### src/rtl/sha256_pkg.sv
// ----------------------------------------------------------------------------
// SHA-256 package
// Round constants, initial hash values and shared types.
// ----------------------------------------------------------------------------
package sha256_pkg;

    typedef logic [31:0] t_word;

    typedef struct packed {
        logic [7:0] data_byte;
        logic       byte_valid;
        logic       end_message;
    } t_req;

    localparam int QDEPTH = 4;

    localparam t_word INIT_H [8] = '{
        32'h6a09e667, 32'hbb67ae85, 32'h3c6ef372, 32'ha54ff53a,
        32'h510e527f, 32'h9b05688c, 32'h1f83d9ab, 32'h5be0cd19
    };

    localparam t_word ROUND_K [64] = '{
        32'h428a2f98, 32'h71374491, 32'hb5c0fbcf, 32'he9b5dba5,
        32'h3956c25b, 32'h59f111f1, 32'h923f82a4, 32'hab1c5ed5,
        32'hd807aa98, 32'h12835b01, 32'h243185be, 32'h550c7dc3,
        32'h72be5d74, 32'h80deb1fe, 32'h9bdc06a7, 32'hc19bf174,
        32'he49b69c1, 32'hefbe4786, 32'h0fc19dc6, 32'h240ca1cc,
        32'h2de92c6f, 32'h4a7484aa, 32'h5cb0a9dc, 32'h76f988da,
        32'h983e5152, 32'ha831c66d, 32'hb00327c8, 32'hbf597fc7,
        32'hc6e00bf3, 32'hd5a79147, 32'h06ca6351, 32'h14292967,
        32'h27b70a85, 32'h2e1b2138, 32'h4d2c6dfc, 32'h53380d13,
        32'h650a7354, 32'h766a0abb, 32'h81c2c92e, 32'h92722c85,
        32'ha2bfe8a1, 32'ha81a664b, 32'hc24b8b70, 32'hc76c51a3,
        32'hd192e819, 32'hd6990624, 32'hf40e3585, 32'h106aa070,
        32'h19a4c116, 32'h1e376c08, 32'h2748774c, 32'h34b0bcb5,
        32'h391c0cb3, 32'h4ed8aa4a, 32'h5b9cca4f, 32'h682e6ff3,
        32'h748f82ee, 32'h78a5636f, 32'h84c87814, 32'h8cc70208,
        32'h90befffa, 32'ha4506ceb, 32'hbef9a3f7, 32'hc67178f2
    };

endpackage

### src/rtl/sha256_front.sv
// ----------------------------------------------------------------------------
// SHA-256 front queue
// Takes input requests, drops idle ones and queues the rest for the core.
// ----------------------------------------------------------------------------
module sha256_front (
    input  logic              i_clk,
    input  logic              i_rst_n,
    input  logic              i_push,
    output logic              o_full,
    input  sha256_pkg::t_req  i_req,
    output logic              o_avail,
    output sha256_pkg::t_req  o_req,
    input  logic              i_take
);
    localparam int AW = $clog2(sha256_pkg::QDEPTH);

    sha256_pkg::t_req r_mem [sha256_pkg::QDEPTH];
    logic [AW-1:0] r_wptr, r_rptr;
    logic [AW:0]   r_cnt;
    logic          w_wr, w_rd;

    assign o_full  = (r_cnt == (AW+1)'(sha256_pkg::QDEPTH));
    assign o_avail = (r_cnt != '0);
    assign o_req   = r_mem[r_rptr];
    assign w_wr    = i_push && !o_full && (i_req.byte_valid || i_req.end_message);
    assign w_rd    = i_take && o_avail;

    always_ff @(posedge i_clk) begin
        if (w_wr) begin
            r_mem[r_wptr] <= i_req;
        end
    end

    always_ff @(posedge i_clk) begin
        if (!i_rst_n) begin
            r_wptr <= '0;
            r_rptr <= '0;
            r_cnt  <= '0;
        end else begin
            if (w_wr) r_wptr <= r_wptr + 1'b1;
            if (w_rd) r_rptr <= r_rptr + 1'b1;
            r_cnt <= r_cnt + (AW+1)'(w_wr) - (AW+1)'(w_rd);
        end
    end

`ifndef SYNTHESIS
    a_no_overflow: assert property (@(posedge i_clk) disable iff (!i_rst_n)
        o_full |-> !w_wr) else $error("queue overflow");
    a_no_underflow: assert property (@(posedge i_clk) disable iff (!i_rst_n)
        !o_avail |-> !w_rd) else $error("queue underflow");
    a_count: assert property (@(posedge i_clk) disable iff (!i_rst_n)
        (w_wr && !w_rd && r_cnt != (AW+1)'(sha256_pkg::QDEPTH)) |=> r_cnt == $past(r_cnt) + 1'b1)
        else $error("count slip");
`endif
endmodule

### src/rtl/sha256_core.sv
// ----------------------------------------------------------------------------
// SHA-256 core
// Buffers bytes, pads, runs one round per cycle and emits digest parts.
// ----------------------------------------------------------------------------
module sha256_core (
    input  logic              i_clk,
    input  logic              i_rst_n,
    input  logic              i_avail,
    input  sha256_pkg::t_req  i_req,
    output logic              o_take,
    output logic              o_empty,
    input  logic              i_pop,
    output logic [63:0]       o_digest_part,
    output logic [1:0]        o_part_index,
    output logic              o_last_part
);
    typedef enum logic [2:0] {S_IDLE, S_LOAD, S_ROUND, S_ADD, S_PAD, S_OUT} t_state;

    t_state              r_state;
    logic [31:0]         r_buf [16];
    logic [5:0]          r_fill;
    logic [63:0]         r_msg;
    sha256_pkg::t_word   r_h [8];
    sha256_pkg::t_word   r_v [8];
    sha256_pkg::t_word   r_w [16];
    logic [5:0]          r_rnd;
    logic [3:0]          r_lidx;
    logic [5:0]          r_pidx;
    logic                r_fin;
    logic                r_second;
    logic                r_padded;
    logic [1:0]          r_part;

    sha256_pkg::t_word w_wnew, w_wi, w_t1, w_t2, w_s0, w_s1, w_ch, w_mj;
    logic [5:0] w_bidx;
    logic [7:0] w_pbyte;
    logic [63:0] w_bits;

    function automatic sha256_pkg::t_word ror(sha256_pkg::t_word x, int n);
        ror = (x >> n) | (x << (32 - n));
    endfunction

    assign o_take = (r_state == S_IDLE) && i_avail;
    assign o_empty = (r_state != S_OUT);
    assign o_digest_part = {r_h[{r_part, 1'b0}], r_h[{r_part, 1'b1}]};
    assign o_part_index = r_part;
    assign o_last_part = (r_part == 2'd3);
    assign w_bits = r_msg << 3;

    always_comb begin
        w_s0 = ror(r_w[1], 7) ^ ror(r_w[1], 18) ^ (r_w[1] >> 3);
        w_s1 = ror(r_w[14], 17) ^ ror(r_w[14], 19) ^ (r_w[14] >> 10);
        w_wnew = r_w[0] + w_s0 + r_w[9] + w_s1;
        w_wi = (r_rnd < 6'd16) ? r_w[0] : w_wnew;
        w_ch = (r_v[4] & r_v[5]) ^ (~r_v[4] & r_v[6]);
        w_mj = (r_v[0] & r_v[1]) ^ (r_v[0] & r_v[2]) ^ (r_v[1] & r_v[2]);
        w_t1 = r_v[7] + (ror(r_v[4], 6) ^ ror(r_v[4], 11) ^ ror(r_v[4], 25))
             + w_ch + sha256_pkg::ROUND_K[r_rnd] + w_wi;
        w_t2 = (ror(r_v[0], 2) ^ ror(r_v[0], 13) ^ ror(r_v[0], 22)) + w_mj;
        w_bidx = r_pidx;
        if (!r_second && w_bidx == r_fill) begin
            w_pbyte = 8'h80;
        end else if (w_bidx >= 6'd56 && (r_second || r_fill < 6'd56)) begin
            w_pbyte = w_bits[{~w_bidx[2:0], 3'b111} -: 8];
        end else if (w_bidx > r_fill || r_second) begin
            w_pbyte = 8'h00;
        end else begin
            w_pbyte = r_buf[w_bidx[5:2]][{~w_bidx[1:0], 3'b000} +: 8];
        end
    end

    always_ff @(posedge i_clk) begin
        if (!i_rst_n) begin
            r_state <= S_IDLE;
            r_fill <= '0;
            r_msg <= '0;
            r_fin <= 1'b0;
            r_second <= 1'b0;
            r_padded <= 1'b0;
            r_part <= '0;
            r_rnd <= '0;
            r_lidx <= '0;
            r_pidx <= '0;
            for (int i = 0; i < 8; i++) r_h[i] <= sha256_pkg::INIT_H[i];
        end else begin
            case (r_state)
                S_IDLE: begin
                    if (i_avail) begin
                        r_fin <= i_req.end_message;
                        r_second <= 1'b0;
                        r_padded <= 1'b0;
                        r_pidx <= '0;
                        if (i_req.byte_valid) begin
                            r_buf[r_fill[5:2]][{~r_fill[1:0], 3'b000} +: 8] <= i_req.data_byte;
                            r_msg <= r_msg + 64'd1;
                            r_fill <= r_fill + 6'd1;
                            if (r_fill == 6'd63) begin
                                r_lidx <= '0;
                                r_state <= S_LOAD;
                            end else if (i_req.end_message) begin
                                r_state <= S_PAD;
                            end
                        end else begin
                            r_state <= S_PAD;
                        end
                    end
                end
                S_PAD: begin
                    r_buf[w_bidx[5:2]][{~w_bidx[1:0], 3'b000} +: 8] <= w_pbyte;
                    r_padded <= 1'b1;
                    r_pidx <= r_pidx + 6'd1;
                    if (r_pidx == 6'd63) begin
                        r_lidx <= '0;
                        r_state <= S_LOAD;
                    end
                end
                S_LOAD: begin
                    for (int i = 0; i < 15; i++) r_w[i] <= r_w[i+1];
                    r_w[15] <= r_buf[r_lidx];
                    r_lidx <= r_lidx + 4'd1;
                    if (r_lidx == 4'd15) begin
                        for (int i = 0; i < 8; i++) r_v[i] <= r_h[i];
                        r_rnd <= '0;
                        r_state <= S_ROUND;
                    end
                end
                S_ROUND: begin
                    for (int i = 0; i < 15; i++) r_w[i] <= r_w[i+1];
                    r_w[15] <= w_wi;
                    r_v[7] <= r_v[6]; r_v[6] <= r_v[5]; r_v[5] <= r_v[4];
                    r_v[4] <= r_v[3] + w_t1;
                    r_v[3] <= r_v[2]; r_v[2] <= r_v[1]; r_v[1] <= r_v[0];
                    r_v[0] <= w_t1 + w_t2;
                    r_rnd <= r_rnd + 6'd1;
                    if (r_rnd == 6'd63) r_state <= S_ADD;
                end
                S_ADD: begin
                    for (int i = 0; i < 8; i++) r_h[i] <= r_h[i] + r_v[i];
                    r_pidx <= '0;
                    if (!r_fin) begin
                        r_fill <= '0;
                        r_state <= S_IDLE;
                    end else if (!r_padded) begin
                        r_state <= S_PAD;
                    end else if (!r_second && r_fill >= 6'd56) begin
                        r_second <= 1'b1;
                        r_state <= S_PAD;
                    end else begin
                        r_part <= '0;
                        r_state <= S_OUT;
                    end
                end
                S_OUT: begin
                    if (i_pop) begin
                        r_part <= r_part + 2'd1;
                        if (r_part == 2'd3) begin
                            for (int i = 0; i < 8; i++) r_h[i] <= sha256_pkg::INIT_H[i];
                            r_fill <= '0;
                            r_msg <= '0;
                            r_fin <= 1'b0;
                            r_state <= S_IDLE;
                        end
                    end
                end
                default: r_state <= S_IDLE;
            endcase
        end
    end

`ifndef SYNTHESIS
    a_out_hold: assert property (@(posedge i_clk) disable iff (!i_rst_n)
        (!o_empty && !i_pop) |=> !o_empty && $stable(r_part)) else $error("part moved");
    a_take_idle: assert property (@(posedge i_clk) disable iff (!i_rst_n)
        o_take |-> r_state == S_IDLE) else $error("take outside idle");
    a_last: assert property (@(posedge i_clk) disable iff (!i_rst_n)
        (!o_empty && i_pop && o_last_part) |=> o_empty) else $error("extra part");
`endif
endmodule

### src/rtl/sha256_message_digest.sv
// ----------------------------------------------------------------------------
// SHA-256 message digest
// Byte-stream SHA-256 with a request queue in front of a round engine.
// ----------------------------------------------------------------------------
// Input channel: drive i_data_byte, i_byte_valid, i_end_message with i_push;
// a request is taken when i_push is high and o_full is low. Requests with
// neither a byte nor an end flag are dropped at once.
// Output channel: while o_empty is low the oldest digest part is shown;
// i_pop takes it. Each finished message gives four parts, index 0 first.
// Processing: the core takes bytes only while idle; the 64th byte of a block
// starts the schedule load, the rounds and the final add. Ending a message
// adds a padding pass and a compression, twice when the last block holds
// 56 to 63 bytes. The single shared round unit sets the throughput.
// The four-entry queue lets requests keep coming while the core is busy.
// A stalled receiver holds the core in its output state; the queue fills
// and then o_full rises. Reset is synchronous and empties the queue and
// restores the initial hash values.
// ----------------------------------------------------------------------------
module sha256_message_digest (
    input  logic        i_clk,
    input  logic        i_rst_n,
    input  logic        i_push,
    output logic        o_full,
    input  logic [7:0]  i_data_byte,
    input  logic        i_byte_valid,
    input  logic        i_end_message,
    output logic        o_empty,
    input  logic        i_pop,
    output logic [63:0] o_digest_part,
    output logic [1:0]  o_part_index,
    output logic        o_last_part
);
    sha256_pkg::t_req w_in, w_q;
    logic w_avail, w_take;

    assign w_in = '{data_byte: i_data_byte, byte_valid: i_byte_valid,
                    end_message: i_end_message};

    sha256_front u_front (
        .i_clk(i_clk), .i_rst_n(i_rst_n), .i_push(i_push), .o_full(o_full),
        .i_req(w_in), .o_avail(w_avail), .o_req(w_q), .i_take(w_take)
    );

    sha256_core u_core (
        .i_clk(i_clk), .i_rst_n(i_rst_n), .i_avail(w_avail), .i_req(w_q),
        .o_take(w_take), .o_empty(o_empty), .i_pop(i_pop),
        .o_digest_part(o_digest_part), .o_part_index(o_part_index),
        .o_last_part(o_last_part)
    );
endmodule
### config.mk
export PLATFORM = sky130hd
export DESIGN_NAME = sha256_message_digest
export DESIGN_NICKNAME = d
export VERILOG_FILES = /design/src/rtl/sha256_pkg.sv /design/src/rtl/sha256_front.sv /design/src/rtl/sha256_core.sv /design/src/rtl/sha256_message_digest.sv
export SDC_FILE = /design/constraint.sdc
export NUM_CORES = 2
export LEC_CHECK = 0
export BUFFER_PORTS_ARGS = -buffer_cell sky130_fd_sc_hd__buf_2
export CORE_MARGIN = 3
export CORE_UTILIZATION = 30
export CTS_CLUSTER_SIZE = 20
export DETAILED_ROUTE_END_ITERATION = 8
export GPL_TIMING_DRIVEN = 0
export HOLD_SLACK_MARGIN = 0.12
export PLACE_DENSITY = 0.53
export SYNTH_ARGS = -nofsm -noshare
export SYNTH_HDL_FRONTEND = slang
export SYNTH_HIERARCHICAL = 1
export SYNTH_SLANG_ARGS = --single-unit
### constraint.sdc
create_clock -name i_clk -period 47.5 [get_ports i_clk]
set_input_delay 2.375 -clock i_clk [delete_from_list [all_inputs] [get_ports i_clk]]
set_output_delay 2.375 -clock i_clk [all_outputs]
set_load 0.05 [all_outputs]
==> metrics.md <==
| Metric | Value |
|---|---|
| Run status | `finished with violations` |
| Failing checks | `capacitance limit, slew limit` |
| CTS Root Cell | `clkbuf_16` |
| First-pass GRT wire length | `508 mm` |
| Nets | `9056` |
| Number of vias in the routed layout | `69900` |
| CP Capture Type | `register` |
| I/O pins | `83` |
| DRT iter0 DRCs | `8218` |
| Unique masters post-synth | `102` |
| Post-synthesis register bit count | `1686` |
| DIE AREA | `328000 um2` |
| Setup TNS | `0 ps` |
| Largest net degree at the start of global routing | `64` |
| Max IR drop VDD | `0.0403 mV` |
| Post-CTS Setup Bufs | `0` |
| Least-Margin Pin Slew | `1540 ps` |
| Buf/Inv on CP | `6` |
| Post-Syn Area | `96200 um2` |
| Max Buffers Root-to-Sink | `4` |
| Clk sinks | `1686` |
| DRC viols | `0` |
| Slew Viols, Final | `12` |
| Number of synthesized flops with an enable pin | `1448` |
| Antenna Nets Post-Route | `0` |
| Peak Freq | `0.0759 GHz` |
| Leak | `38.5 nW` |
| CP Data Required Time | `48030 ps` |
| Peak per-stage delay on the critical path | `840 ps` |
| Gr ovfl total | `0` |
| Vias in the first global route | `66800` |
| Area grow syn2layout | `13.3%` |
| Layout cells sized above 1 | `11.2%` |
| Hold Path Class | `register to register` |
| Num CTS Buffers | `193` |
| Core area | `319000 um2` |
| H-Tree Depth | `4` |
| Worst clock skew | `91.4 ps` |
| WL final | `365 mm` |
| Synth warnings | `6` |
| Setup violators final | `0` |
| DR vias/cell | `5.48` |
| I/O Buffers | `82` |
| Crit path time final | `13180 ps` |
| Fin. Hold Viols | `0` |
| Critical path startpoint | `u_core/r_rnd[1]` |
| Fillers | `31600` |
| Arr. time, crit path | `13720 ps` |
| Die Span Y | `572 um` |
| Max-cap violation count | `4` |
| Most common cell after layout, fill and taps aside | `edfxtp_1` |
| FF-to-FF End | `u_core/r_v[1][30]` |
| Post-synthesis cell count | `8100` |
| First-pass detailed-route iteration total | `6` |
| Avg Cell Area, Syn | `11.9 um2` |
| Crit path launch type | `register` |
| Initial Utilization | `30.2%` |
| CP Capture Point | `u_core/r_v[1][30]` |
| WL per Instance | `28.6 um` |
| Die Width | `572 um` |
| Pwr dens | `38.7 nW/um2` |
| Synth Net Count | `8734` |
| Clk slew on worst S/H paths | `70 ps` |
| Worst path depth | `35` |
| Max_slew headroom | `-2.92%` |
| Site row count | `207` |
| Part of the cycle the worst path needs | `27.8%` |
| Initial antenna violation count | `39` |
| Clk Latency, worst-skew pair | `880 ps` |
| Asr flop ratio synth | `0%` |
| CTS tree | `built` |
| Dominant synthesized flop cell | `edfxtp_1` |
| Worst r2r src | `u_core/r_rnd[1]` |
| # resized after CTS | `0` |
| RSZ-0062 raised after global routing | `no` |
| CP max FO | `10` |
| CTS Hold Bufs | `0` |
| Critical path's top delay family | `compound AO/OA/AOI/OAI gates` |
| Worst path slowest cell | `o311ai_0` |
| Crit Path Class | `register to register` |
| Non-Filler Instances | `12800` |
| Sequential element share of the synthesized area | `50.1%` |
| R2R depth | `35` |
| Gpl congestion | `0.967` |
| R2r setup slk | `34320 ps` |
| Total track usage | `21.7%` |
| Placed cell count | `12400` |
| Most frequent cells in the layout | `1448 x edfxtp_1, 1127 x nand2_1, 476 x inv_1` |
| Dpl hpwl | `281 mm` |
## metrics by stage
step           instance area (um2)  hold WS (ps)  setup WS, ps  utilization [%]  total power, mW
5_1_grt                     109000           357         34040             34.2             4.40
2_1_floorplan                96200           400         18670                -             2.46
3_3_place_gp                102000           400          7660             32.0             2.77
3_5_place_dp                103000           405         34870             32.2             2.73
4_1_cts                     109000           360         34770             34.2             4.23
6_report                    109000           369         34320             34.2             4.21
## worst register-to-register path, delay by kind of cell, from the launching register on
kind / cells / cell delay [ps]
AND/OR/NAND/NOR: 4 / 950
buffers and inverters: 6 / 2250
adder cells (fa/ha/maj): 6 / 2280
XOR/XNOR: 2 / 670
flip-flops: 1 / 620
AO/OA/AOI/OAI: 17 / 6080
## cell type report
cell class                 instances  area (um2)  share of cell area [%]
clock inverter                   114        1050                   0.968
inverter                         481        1810                    1.66
sequential                      1686       48200                    44.3
clock buffer                     233        5180                    4.75
antenna                           10        25.0                  0.0230
timing repair buffer             127        1220                    1.12
multi-input combinational       5546       44700                    41.0
tap                             4180        5230                    4.80
buffer                           387        1500                    1.38
## kinds of logic after synthesis
kind of cell	share of synthesized area, %
adder cells (fa/ha/maj)	9.65
multiplexers	10.5
XOR/XNOR	5.45
flip-flops	50.1
buffers and inverters	3.42
AND/OR/NAND/NOR	10.3
AO/OA/AOI/OAI	10.5
## synthesized netlist by cell type, types with 49 or more instances
cell,number,area share [%]
edfxtp_1,1448,45
buf_1,61,0.24
dfxtp_1,238,5.0
a31oi_1,60,0.39
mux4_2,419,9.8
xor2_1,240,2.2
o21a_1,73,0.57
and3_1,61,0.40
a211oi_1,56,0.44
nor2_1,415,1.6
o211ai_1,49,0.38
a21oi_1,430,2.2
a21o_1,186,1.5
o21ai_0,464,2.4
nor2b_1,66,0.43
nand2b_1,66,0.43
ha_1,423,5.5
clkbuf_1,308,1.2
xnor2_1,354,3.2
inv_1,478,1.9
nand3_1,127,0.66
mux2i_1,65,0.68
nor3_1,112,0.58
fa_1,197,4.1
nand2_1,1127,4.4
## state kept, by name, summed over array words and instances (netlist names), named ones only
register,count
u_core/o_part_index,2
u_core/r_buf,512
u_core/r_fill,6
u_core/r_fin,1
u_core/r_h,256
u_core/r_lidx,4
u_core/r_msg,61
u_core/r_padded,1
u_core/r_pidx,6
u_core/r_rnd,6
u_core/r_second,1
u_core/r_state,3
u_core/r_v,256
u_core/r_w,512
u_front/r_cnt,3
u_front/r_mem,40
u_front/r_rptr,2
u_front/r_wptr,2
## power breakdown
part | switching, mW | internal, mW
logic | 0.613 | 0.381
registers | 0.0317 | 1.69
clock network | 0.632 | 0.868
total | 1.28 | 2.94
## metal layers
layer,GRT usage (%),part of all wire [%]
met1,31.5,44
met2,32.5,43
met3,4.06,8.9
met4,7.18,3.6
met5,0,0.013
## how the worst min path moves through the flow
stage	startpoint	end	slack, ps	cells past startpoint
6_report	u_core/r_w[0][106]	u_core/r_w[0][74]	370	0
5_1_grt	u_core/r_w[0][119]	u_core/r_w[0][87]	360	0
4_1_cts	u_core/r_w[0][106]	u_core/r_w[0][74]	360	0
3_5_place_dp	u_core/r_w[0][166]	u_core/r_w[0][134]	400	0
3_3_place_gp	u_core/r_w[0][144]	u_core/r_w[0][112]	400	0
2_1_floorplan	u_core/r_w[0][132]	u_core/r_w[0][100]	400	0
No activity file was read; power rests on OpenSTA's default activity.
